--- src/sv/id_to_prefix_lookup_table_unit_defines.svh ---
// Assertion macros for the id-to-prefix lookup table unit.
// Used by id_to_prefix_lookup_table_unit.sv; expects clk and rst in scope.
`ifndef ID_TO_PREFIX_LOOKUP_TABLE_UNIT_DEFINES_SVH
`define ID_TO_PREFIX_LOOKUP_TABLE_UNIT_DEFINES_SVH

`ifndef NO_ASSERTIONS
`define IPLT_ASSERT_ALWAYS(label, expr, msg) \
  label: assert property (@(posedge clk) disable iff (rst) (expr)) else $error(msg);
`define IPLT_ASSERT_IMPL(label, ante, cons, msg) \
  label: assert property (@(posedge clk) disable iff (rst) (ante) |-> (cons)) else $error(msg);
`else
`define IPLT_ASSERT_ALWAYS(label, expr, msg)
`define IPLT_ASSERT_IMPL(label, ante, cons, msg)
`endif

`endif

--- src/sv/iplt_pkg.sv ---
// Shared types and constants for the id-to-prefix lookup table unit.
// No dependencies.
package iplt_pkg;

  localparam int KEY_W = 128;
  localparam int VAL_W = 128;
  localparam int HALF_W = 64;
  localparam int STATUS_W = 3;

  localparam logic OP_INSERT = 1'b0;
  localparam logic OP_LOOKUP = 1'b1;

  localparam logic [STATUS_W-1:0] ST_HIT      = 3'd0;
  localparam logic [STATUS_W-1:0] ST_MISS     = 3'd1;
  localparam logic [STATUS_W-1:0] ST_APPENDED = 3'd2;
  localparam logic [STATUS_W-1:0] ST_UPDATED  = 3'd3;
  localparam logic [STATUS_W-1:0] ST_FULL     = 3'd4;

  typedef struct packed {
    logic              op;
    logic [HALF_W-1:0] key_high;
    logic [HALF_W-1:0] key_low;
    logic [HALF_W-1:0] value_high;
    logic [HALF_W-1:0] value_low;
  } req_t;

  typedef struct packed {
    logic [STATUS_W-1:0] status;
    logic [HALF_W-1:0]   found_high;
    logic [HALF_W-1:0]   found_low;
  } rsp_t;

  // search token walking the cell chain
  typedef struct packed {
    logic             valid;
    logic             op;
    logic             hit;
    logic [KEY_W-1:0] key;
    logic [VAL_W-1:0] value;
  } tok_t;

  // append write broadcast to all cells
  typedef struct packed {
    logic             we;
    logic [KEY_W-1:0] key;
    logic [VAL_W-1:0] value;
  } wr_t;

endpackage

--- src/sv/iplt_cell.sv ---
// One table entry of the lookup chain: holds a key/value pair, compares the
// passing token and registers it toward the next cell. Depends on iplt_pkg.
module iplt_cell #(
  parameter int IDX = 0,
  parameter int CW  = 5
) (
  input  logic            clk,
  input  logic            rst,
  input  logic            adv,
  input  logic [CW-1:0]   count,
  input  iplt_pkg::wr_t   wr,
  input  iplt_pkg::tok_t  tok_in,
  output iplt_pkg::tok_t  tok_out
);
  import iplt_pkg::*;

  localparam logic [CW-1:0] IDX_C = CW'(IDX);

  logic [KEY_W-1:0] key;
  logic [VAL_W-1:0] value;
  logic             filled;
  logic             match;
  tok_t             tok_next;

  assign filled = IDX_C < count;
  assign match  = tok_in.valid && !tok_in.hit && filled && (tok_in.key == key);

  always_comb begin
    tok_next = tok_in;
    if (match) begin
      tok_next.hit = 1'b1;
      if (tok_in.op == OP_LOOKUP) begin
        tok_next.value = value;
      end
    end
  end

  always_ff @(posedge clk) begin
    if (wr.we && (count == IDX_C)) begin
      key   <= wr.key;
      value <= wr.value;
    end else if (adv && match && (tok_in.op == OP_INSERT)) begin
      value <= tok_in.value;
    end
  end

  always_ff @(posedge clk) begin
    if (rst) begin
      tok_out <= '0;
    end else if (adv) begin
      tok_out <= tok_next;
    end
  end

endmodule

--- config.mk ---
export PLATFORM = sky130hd
export DESIGN_NAME = iplt_cell
export DESIGN_NICKNAME = d
export VERILOG_FILES = /design/src/sv/id_to_prefix_lookup_table_unit_defines.svh /design/src/sv/iplt_pkg.sv /design/src/sv/iplt_cell.sv
export SDC_FILE = /design/constraint.sdc
export NUM_CORES = 1
export LEC_CHECK = 0
export ABC_AREA = 1
export BUFFER_PORTS_ARGS = -buffer_cell sky130_fd_sc_hd__buf_4
export CAP_MARGIN = 20
export CORE_ASPECT_RATIO = 0.7
export CORE_MARGIN = 3
export CORE_UTILIZATION = 25
export DETAILED_ROUTE_END_ITERATION = 12
export PLACE_DENSITY_LB_ADDON = 0.12
export SLEW_MARGIN = 0
export SYNTH_ARGS = -nofsm -noshare
export SYNTH_HDL_FRONTEND = slang
export SYNTH_SLANG_ARGS = --single-unit
--- constraint.sdc ---
create_clock -name clk -period 33.2 [get_ports clk]
set_input_delay 6.64 -clock clk [delete_from_list [all_inputs] [get_ports clk]]
set_output_delay 6.64 -clock clk [all_outputs]
set_load 0.05 [all_outputs]
==> flow_summary.toml, run 1 <==
[cells_and_area]
layout_common_cells = "802 x buf_4, 678 x nand2_1, 337 x a21oi_1, 302 x nor2_1, 298 x inv_1"
regArea_mm2 = 0.01287
fill_cells = 9864
layoutNonFillerInstCount = 4920
final_util_pct = 34.84
drive_above_1_share_pct = 25.56
final_common_cell = "buf_4"
multi_input_area_mm2 = 0.008538
nets = 4147
area_growth_pct = 37.52

[global_routing]
grt_usage_pct = 19.67
grt_first_pass_wirelength_mm = 142.7
antenna_found_initial = 12
overflow = 0
grt_pass1_vias = 20830
grt_max_degree = 180

[synthesis]
netlist.area_leader.share_pct = 32.80
avgSynthCellArea_um2 = 7.968
ys_seq_area_share_pct = 54.93
synthTopCellsByArea = "edfxtp_1 33%, dfxtp_1 22%, nand2_1 11%, a21oi_1 7.2%, nand3_1 5.7%"
yosys.area.top_type = "edfxtp_1"
netlist_area_mm2 = 0.02343
ys_warn_count = 0
synthCells = 2941
synth-seq-cells = 515
synth_fp_nets = 3465
yosysUniqueCellTypes = 26

[timing]
finalCriticalPeriod_ns = 10.43
grt_setup_unrepaired = "false"
final.setup.worst_slack_ns = 22.77
hold_ws_ns = 0.4649
finalCritPeriodShare_pct = 31.43
finalSetupTns_ns = 0
final-max-slew-violation-count = 0
slew_headroom_pct = 25.69
setup_viol = 0
tightest_slew_ns = 1.115
fmax_mhz = 95.84
finalHoldViolations = 0
fin_skew_ns = 0.01945

[flow_run]
cap_viol_max_count = 0

[setup_path]
r2r_setup_slack_ns = 28.53
start_kind = "primary input"
worstSetupEndpointType = "flip-flop"
path_max_fanout = 68
worstPathArrival_ns = 10.68
cp_common_cell = "buf_4"
worstPathRequired_ns = 33.45
cp_slowest_cell = "buf_4"
critPathMaxStageDelay_ns = 0.67
path_cells = "buf_4 > xor2_1 > nor2_1 > nand3_1 > nor2_1 > nand2_1 > nor2_4 > buf_4 > nand3_4 > buf_4 > o31ai_4 > buf_4 > buf_4"
crit_type = "in -> reg"

[power]
p_seq_share_pct = 43.6
combPwrFrac_pct = 15.5
p_clk_share_pct = 40.9
peakVddDrop_uv = 38.19
switching_share_pct = 28.34
p_per_area_mw_per_mm2 = 49.96
p_switching_mw = 0.4563
p_leak_nw = 14.35
internal_power_mw = 1.154

[place]
gp_congestion = 0.8788
io_buffers = 782
dp_cells = 4798
hpwl_mm = 71.17
place_ws_ns = 22.04

[drt]
ant_nets = 0
vias = 21940
wl_per_cell_um = 20.38
totalWireLength_mm = 100.3
drc = 0
drt_iter0_markers = 1241
dr.pass1.iters = 5
vias_per_cell = 4.459

[clock_network]
cts.sinks = 515
cts_tree = "yes"
cts_buffer_depth = 3
cts_resized = 0
htreeDepth = 2
clkTransAtPathRegs_ns = 0.06
post-cts-setup-buffer-count = 0
numCtsBuffers = 58
root_buffer = "clkbuf_16"
hold_buffers = 0
clock_latency_ns = 0.63

[floorplan]
fp.dieW_um = 371.9
chipHeight_um = 262.2
die-area_mm2 = 0.09750
fp-row-count = 93
top_level_ports = 783
start_util_pct = 25.33
core-area_mm2 = 0.09251

[min_path]
min_path_type = "reg -> reg"

[outcome]
outcome = "finished, final reports clean"
-- per-layer routing --
metal	GRT usage, %	routed length, um
met1	25.87	43680
met2	33.20	49220
met3	3.289	4739
met4	5.806	2606
met5	0	34
-- Yosys cell counts, drive strengths merged --
master	number
or2	5
o2111ai	1
nand3b	1
buf	46
xnor2	31
nand4	10
o21ai	263
nor3	4
nand2	678
o31ai	1
inv	332
o22ai	1
edfxtp	256
nor2	304
a21oi	337
clkbuf	137
xor2	7
nand3	266
clkinv	2
dfxtp	259
-- cell type report --
| type | instances | area share, % |
|---|---|---|
| Clock inverter | 28 | 0.7532 |
| Tap cell | 1235 | 4.795 |
| Clock buffer | 82 | 5.156 |
| Inverter | 334 | 3.933 |
| Timing Repair Buffer | 805 | 18.83 |
| Multi-Input combinational cell | 1909 | 26.49 |
| Sequential cell | 515 | 39.94 |
| Antenna cell | 12 | 0.09318 |
-- logic make-up (layout without fill, tap and decap cells) --
kind of cell	count (synthesis)	in the layout	synth area share [%]
AND/OR/NAND/NOR	1268	1268	21.94
flip-flops	515	515	54.93
other	0	12	0
XOR/XNOR	38	38	1.420
AO/OA/AOI/OAI	603	603	12.91
buffers and inverters	517	1249	8.799
-- final timing paths --
path / startpoint / cells past startpoint / to
max reg2reg: key[20] / 12 / value[4]
min reg2reg: tok_out[22] / 2 / tok_out[22]
min: tok_out[22] / 2 / tok_out[22]
max: tok_in[148] / 13 / value[4]
-- worst max-delay path: cells and delay by family --
kind,cells,cell delay [ns]
XOR/XNOR,1,0.15
buffers and inverters,5,2.43
AND/OR/NAND/NOR,6,1.02
AO/OA/AOI/OAI,1,0.32
-- flip-flops by register name, indices dropped and copies added, names as in the netlist --
name,cells
key,128
tok_out,259
value,128
-- stage by stage --
stage               power (mW)  instance area, um^2
floorplan               0.8511                23430
global placement        0.9675                30290
detailed placement      0.9674                30290
finish                   1.610                32230
global route             1.680                32220
CTS                      1.638                32200
-- power by group through the flow --
stage	Combinational (mW)	Sequential [mW]	Clock, mW
CTS	0.252	0.702	0.683
floorplan	0.0694	0.782	0
global route	0.269	0.705	0.706
global placement	0.252	0.716	0
finish	0.249	0.703	0.658
detailed placement	0.251	0.716	0
Power figures use the tool's default switching activity.
==> run 2: changes to the inputs <==
Settings changed: ABC_AREA 1 to 0.
Clock period 33.2 ns to 9.34 ns, I/O delays scaled along.
==> flow_summary.toml, run 2 <==
[cells_and_area]
final_common_cell = "buf_4"
nets = 3555
fill_cells = 10030
reg_top3 = "tok_out: 259 flops, key: 128 flops, value: 128 flops"
max_flop_register = "tok_out"
final_util_pct = 34.42
drive_above_1_share_pct = 33.35
largest_register_ff_count = 259
layout_common_cells = "800 x buf_4, 514 x nand2_1, 260 x nor2_1, 259 x dfxtp_1, 256 x edfxtp_1"
fin_area_mm2 = 0.03338
area_growth_pct = 35.04

[clock_network]
numCtsBuffers = 58
hold_buffers = 0
cts_tree = "yes"
htreeDepth = 2
clkTransAtPathRegs_ns = 0.06
clock_latency_ns = 0.63
cts.sinks = 515
cts_resized = 0
cts_buffer_depth = 3
root_buffer = "clkbuf_16"
post-cts-setup-buffer-count = 0

[global_routing]
grt_pass1_vias = 22160
grt_max_degree = 150
antenna_found_initial = 7
grt_first_pass_wirelength_mm = 164.6
grt_usage_pct = 21.46
overflow = 0

[timing]
finalCritPeriodShare_pct = 60.96
slew_headroom_pct = 7.335
finalCriticalPeriod_ns = 5.693
fin_skew_ns = 0.02084
setup_viol = 0
grt_setup_unrepaired = "false"
tightest_slew_ns = 1.390
finalSetupTns_ns = 0
finalHoldViolations = 0
final-max-slew-violation-count = 0
fmax_mhz = 175.6

[floorplan]
core-area_mm2 = 0.09699
fp.dieW_um = 381.8
start_util_pct = 25.49
chipHeight_um = 269.1
die-area_mm2 = 0.1027
top_level_ports = 783
fp-row-count = 95

[place]
hpwl_mm = 78.60
placed_cell_area_mm2 = 0.03149
io_buffers = 782
gp_congestion = 0.8664

[synthesis]
synthCells = 2419
synth-seq-cells = 515
netlist_area_mm2 = 0.02472
synthFlopType = "dfxtp_1"
netlist.area_leader.share_pct = 31.10
async_flop_share_pct = 0
yosysUniqueCellTypes = 39
synth_fp_nets = 2943
yosys.area.top_type = "edfxtp_1"
avgSynthCellArea_um2 = 10.22
synth-edff-count = 256
synthTopCellsByArea = "edfxtp_1 31%, dfxtp_1 21%, o41ai_2 7.9%, nand2_1 7.8%, mux2i_1 5.3%"
yosys-top-cells-count = "516 x nand2_1, 260 x nor2_1, 259 x dfxtp_1"
ys_warn_count = 0
ys_seq_area_share_pct = 52.08
synth.most_common_cell = "nand2_1"

[drt]
vias = 22090
drc = 0
vias_per_cell = 5.029
drt_iter0_markers = 1631
totalWireLength_mm = 115.7
dr.pass1.iters = 5
wl_per_cell_um = 26.35
ant_nets = 0

[setup_path]
path_max_fanout = 124
cp_common_cell = "nand4_1"
crit_type = "in -> reg"
worstPathArrival_ns = 5.93
start_kind = "primary input"
cp_slowest_cell = "nor4_1"
critPathMaxStageDelay_ns = 0.88
worstPathRequired_ns = 9.58
path_cells = "buf_4 > xnor2_1 > nand4_1 > nor4_1 > and4_4 > nand4_1 > o31ai_4 > buf_12"
worstSetupEndpointType = "flip-flop"

[power]
peakVddDrop_uv = 132.2
p_per_area_mw_per_mm2 = 172.9
p_leak_nw = 13.46

[outcome]
outcome = "finished, final reports clean"

[flow_run]
cap_viol_max_count = 0

[min_path]
min_path_type = "reg -> reg"
==> run 2: worst paths after layout <==
path,depth (start not counted),start,slack (ns),end
setup / recovery,8,tok_in[183],3.65,value[23]
hold / removal,2,tok_out[45],0.49,tok_out[45]
setup reg to reg,7,key[55],4.61,value[23]
hold reg to reg,2,tok_out[45],0.49,tok_out[45]
==> run 2: cell type report <==
class / count / area (um^2) / share of cell area (%)
flip-flops and latches: 515 / 12870 / 38.56
repair buffers: 808 / 6155 / 18.44
well taps: 1309 / 1638 / 4.906
clock buffers: 76 / 1559 / 4.670
diodes: 5 / 12.51 / 0.03748
multi-input cells: 1614 / 10690 / 32.03
inverters: 34 / 137.6 / 0.4123
clock inverters: 32 / 315.3 / 0.9446
==> run 2: power breakdown <==
part           switching (mW)  internal [mW]
Clock                    1.02           1.32
Sequential             0.0546           2.46
Combinational           0.565          0.363
Total                    1.64           4.13
==> run 2: critical path: cells and delay by family <==
kind / cells / cell delay [ns]
simple gates: 4 / 2.12
xor+xnor: 1 / 0.47
compound gates: 1 / 0.41
buf+inv: 2 / 0.57
==> run 2: per-layer routing <==
metal	part of all wire (%)	wire (um)	GRT usage, %
met1	44	51370	29.31
met2	49	57290	36.50
met3	4.4	5117	2.849
met4	1.7	1961	4.275
met5	0	0	0
==> run 2: cell families after synthesis <==
| group | Yosys count | share of synthesized area (%) |
|---|---|---|
| mux | 130 | 5.264 |
| flops | 515 | 52.08 |
| simple gates | 981 | 17.03 |
| buf+inv | 290 | 4.859 |
| xor+xnor | 87 | 3.083 |
| compound gates | 416 | 17.69 |
==> run 2: metrics by stage <==
| step | hold slack, ns | setup WS (ns) | power [mW] | std cells |
|---|---|---|---|---|
| after floorplan | 0.7006 | 2.283 | 3.039 | 2419 |
| after global placement | 0.4761 | 3.051 | 3.489 | 4280 |
| after detailed placement | 0.4805 | 2.986 | 3.492 | 4280 |
| after CTS | 0.4888 | 3.695 | 5.861 | 4388 |
| after global routing | 0.4973 | 3.450 | 6.001 | 4393 |
| final | 0.4882 | 3.647 | 5.773 | 4393 |
==> run 3: changes to the inputs <==
Clock period 9.34 ns to 4.82 ns, I/O delays scaled along.
==> flow_summary.toml, run 3 (synthesis gave the netlist of run 2 again) <==
[outcome]
outcome = "finished, final reports clean"

[clock_network]
root_buffer = "clkbuf_16"
clock_latency_ns = 0.63
cts_buffer_depth = 3
cts.sinks = 515
hold_buffers = 0
post-cts-setup-buffer-count = 0
htreeDepth = 2
cts_resized = 0
clkTransAtPathRegs_ns = 0.06
numCtsBuffers = 58
cts_tree = "yes"

[drt]
vias_per_cell = 5.049
drt_iter0_markers = 1802
drc = 0
dr.pass1.iters = 7
wl_per_cell_um = 26.13
totalWireLength_mm = 115.3
vias = 22280
ant_nets = 0

[min_path]
hold-path-cell-count = 2
min_path_type = "reg -> reg"

[timing]
grt_setup_unrepaired = "false"
finalCritPeriodShare_pct = 74.25
finalHoldViolations = 0
fmax_mhz = 279.4
hold_ws_ns = 0.4897
slew_headroom_pct = 23.33
final-max-slew-violation-count = 0
final.setup.worst_slack_ns = 1.241
tightest_slew_ns = 1.150
setup_viol = 0
finalCriticalPeriod_ns = 3.579
fin_skew_ns = 0.02046

[cells_and_area]
fin_area_mm2 = 0.03374
area_growth_pct = 36.51
max_flop_register = "tok_out"
reg_top3 = "tok_out: 259 flops, key: 128 flops, value: 128 flops"
nets = 3572
final_common_cell = "buf_4"
drive_above_1_share_pct = 33.73
largest_register_ff_count = 259
layout_common_cells = "805 x buf_4, 514 x nand2_1, 260 x nor2_1, 259 x dfxtp_1, 256 x edfxtp_1"

[flow_run]
cap_viol_max_count = 0

[place]
io_buffers = 782
placed_cell_area_mm2 = 0.03179
hpwl_mm = 78.81
place_ws_ns = 0.5311
gp_congestion = 0.8709

[setup_path]
crit_type = "in -> reg"
rr_worst_depth = 8
worstSetupEndpointType = "flip-flop"
path_max_fanout = 55
start_kind = "primary input"
worstPathArrival_ns = 3.86
worstPathRequired_ns = 5.10

[floorplan]
die-area_mm2 = 0.1027
fp.dieW_um = 381.8
core-area_mm2 = 0.09699
fp-row-count = 95
chipHeight_um = 269.1
top_level_ports = 783
start_util_pct = 25.49

[global_routing]
gr-usage-met3_pct = 3.582
grt_max_degree = 131
antenna_found_initial = 8
grt_first_pass_wirelength_mm = 162.9
overflow = 0
met1_usage_pct = 28.96
grt_pass1_vias = 22220
grt_usage_pct = 21.22
use_met2_pct = 35.44
busiest_layer = "met2"

[power]
p_per_area_mw_per_mm2 = 334.4
p_leak_nw = 13.61
peakVddDrop_uv = 249.0
-- run 3: changes by cell type in the layout (fill, tap and decap cells not counted), moves of 2 or more --
cell and delta:
clkbuf_8 +7, clkinv_4 +2, buf_12 +12, nor4_2 +2, clkbuf_1 +5, buf_4 +5, clkinv_2 -12, nor4_1 -2
-- run 3: metrics by stage --
step	utilization, %	std cells	total power, mW	TNS (ns)
floorplan	-	2419	5.889	-148.69
global placement	32.77	4297	6.759	0
detailed placement	32.77	4297	6.770	0
CTS	34.77	4407	11.43	0
global route	34.78	4409	11.70	0
finish	34.79	4413	11.29	0
-- run 3: layout make-up --
cell class                      count  area [um^2]
Antenna cell                        6        15.01
Clock buffer                       89         1699
Clock inverter                     21        240.2
Fill cell                        9939        63250
Inverter                           34        137.6
Multi-Input combinational cell   1614        10710
Sequential cell                   515        12870
Tap cell                         1309         1638
Timing Repair Buffer              825         6432
-- run 3: path summary, 6_finish.rpt --
kind          startpoint     endpoint  slack [ns]
max          tok_in[132]    value[27]        1.24
min          tok_out[19]  tok_out[19]        0.49
max reg2reg       key[4]    value[27]        1.32
min reg2reg  tok_out[19]  tok_out[19]        0.49
-- run 3: metal layers --
| metal | wire (um) | up-vias |
|---|---|---|
| li1 | - | 10190 |
| met1 | 50710 | 11220 |
| met2 | 55920 | 742 |
| met3 | 6480 | 125 |
| met4 | 2164 | 6 |
| met5 | 30 | - |
-- run 3: where the power goes --
part           switching, mW  internal [mW]  total, mW
Sequential             0.103           4.76       4.86
Clock                   1.98           2.64       4.62
Combinational           1.10          0.705       1.80
Total                   3.18           8.11       11.3
-- run 3: critical path, cell delays in order --
cell     delay, ns
buf_4         0.12
xnor2_1       0.25
nand4_1       0.36
nor4_1        0.64
and4_4        0.37
nand4_1       0.18
o31ai_4       0.30
buf_12        0.24
buf_12        0.33
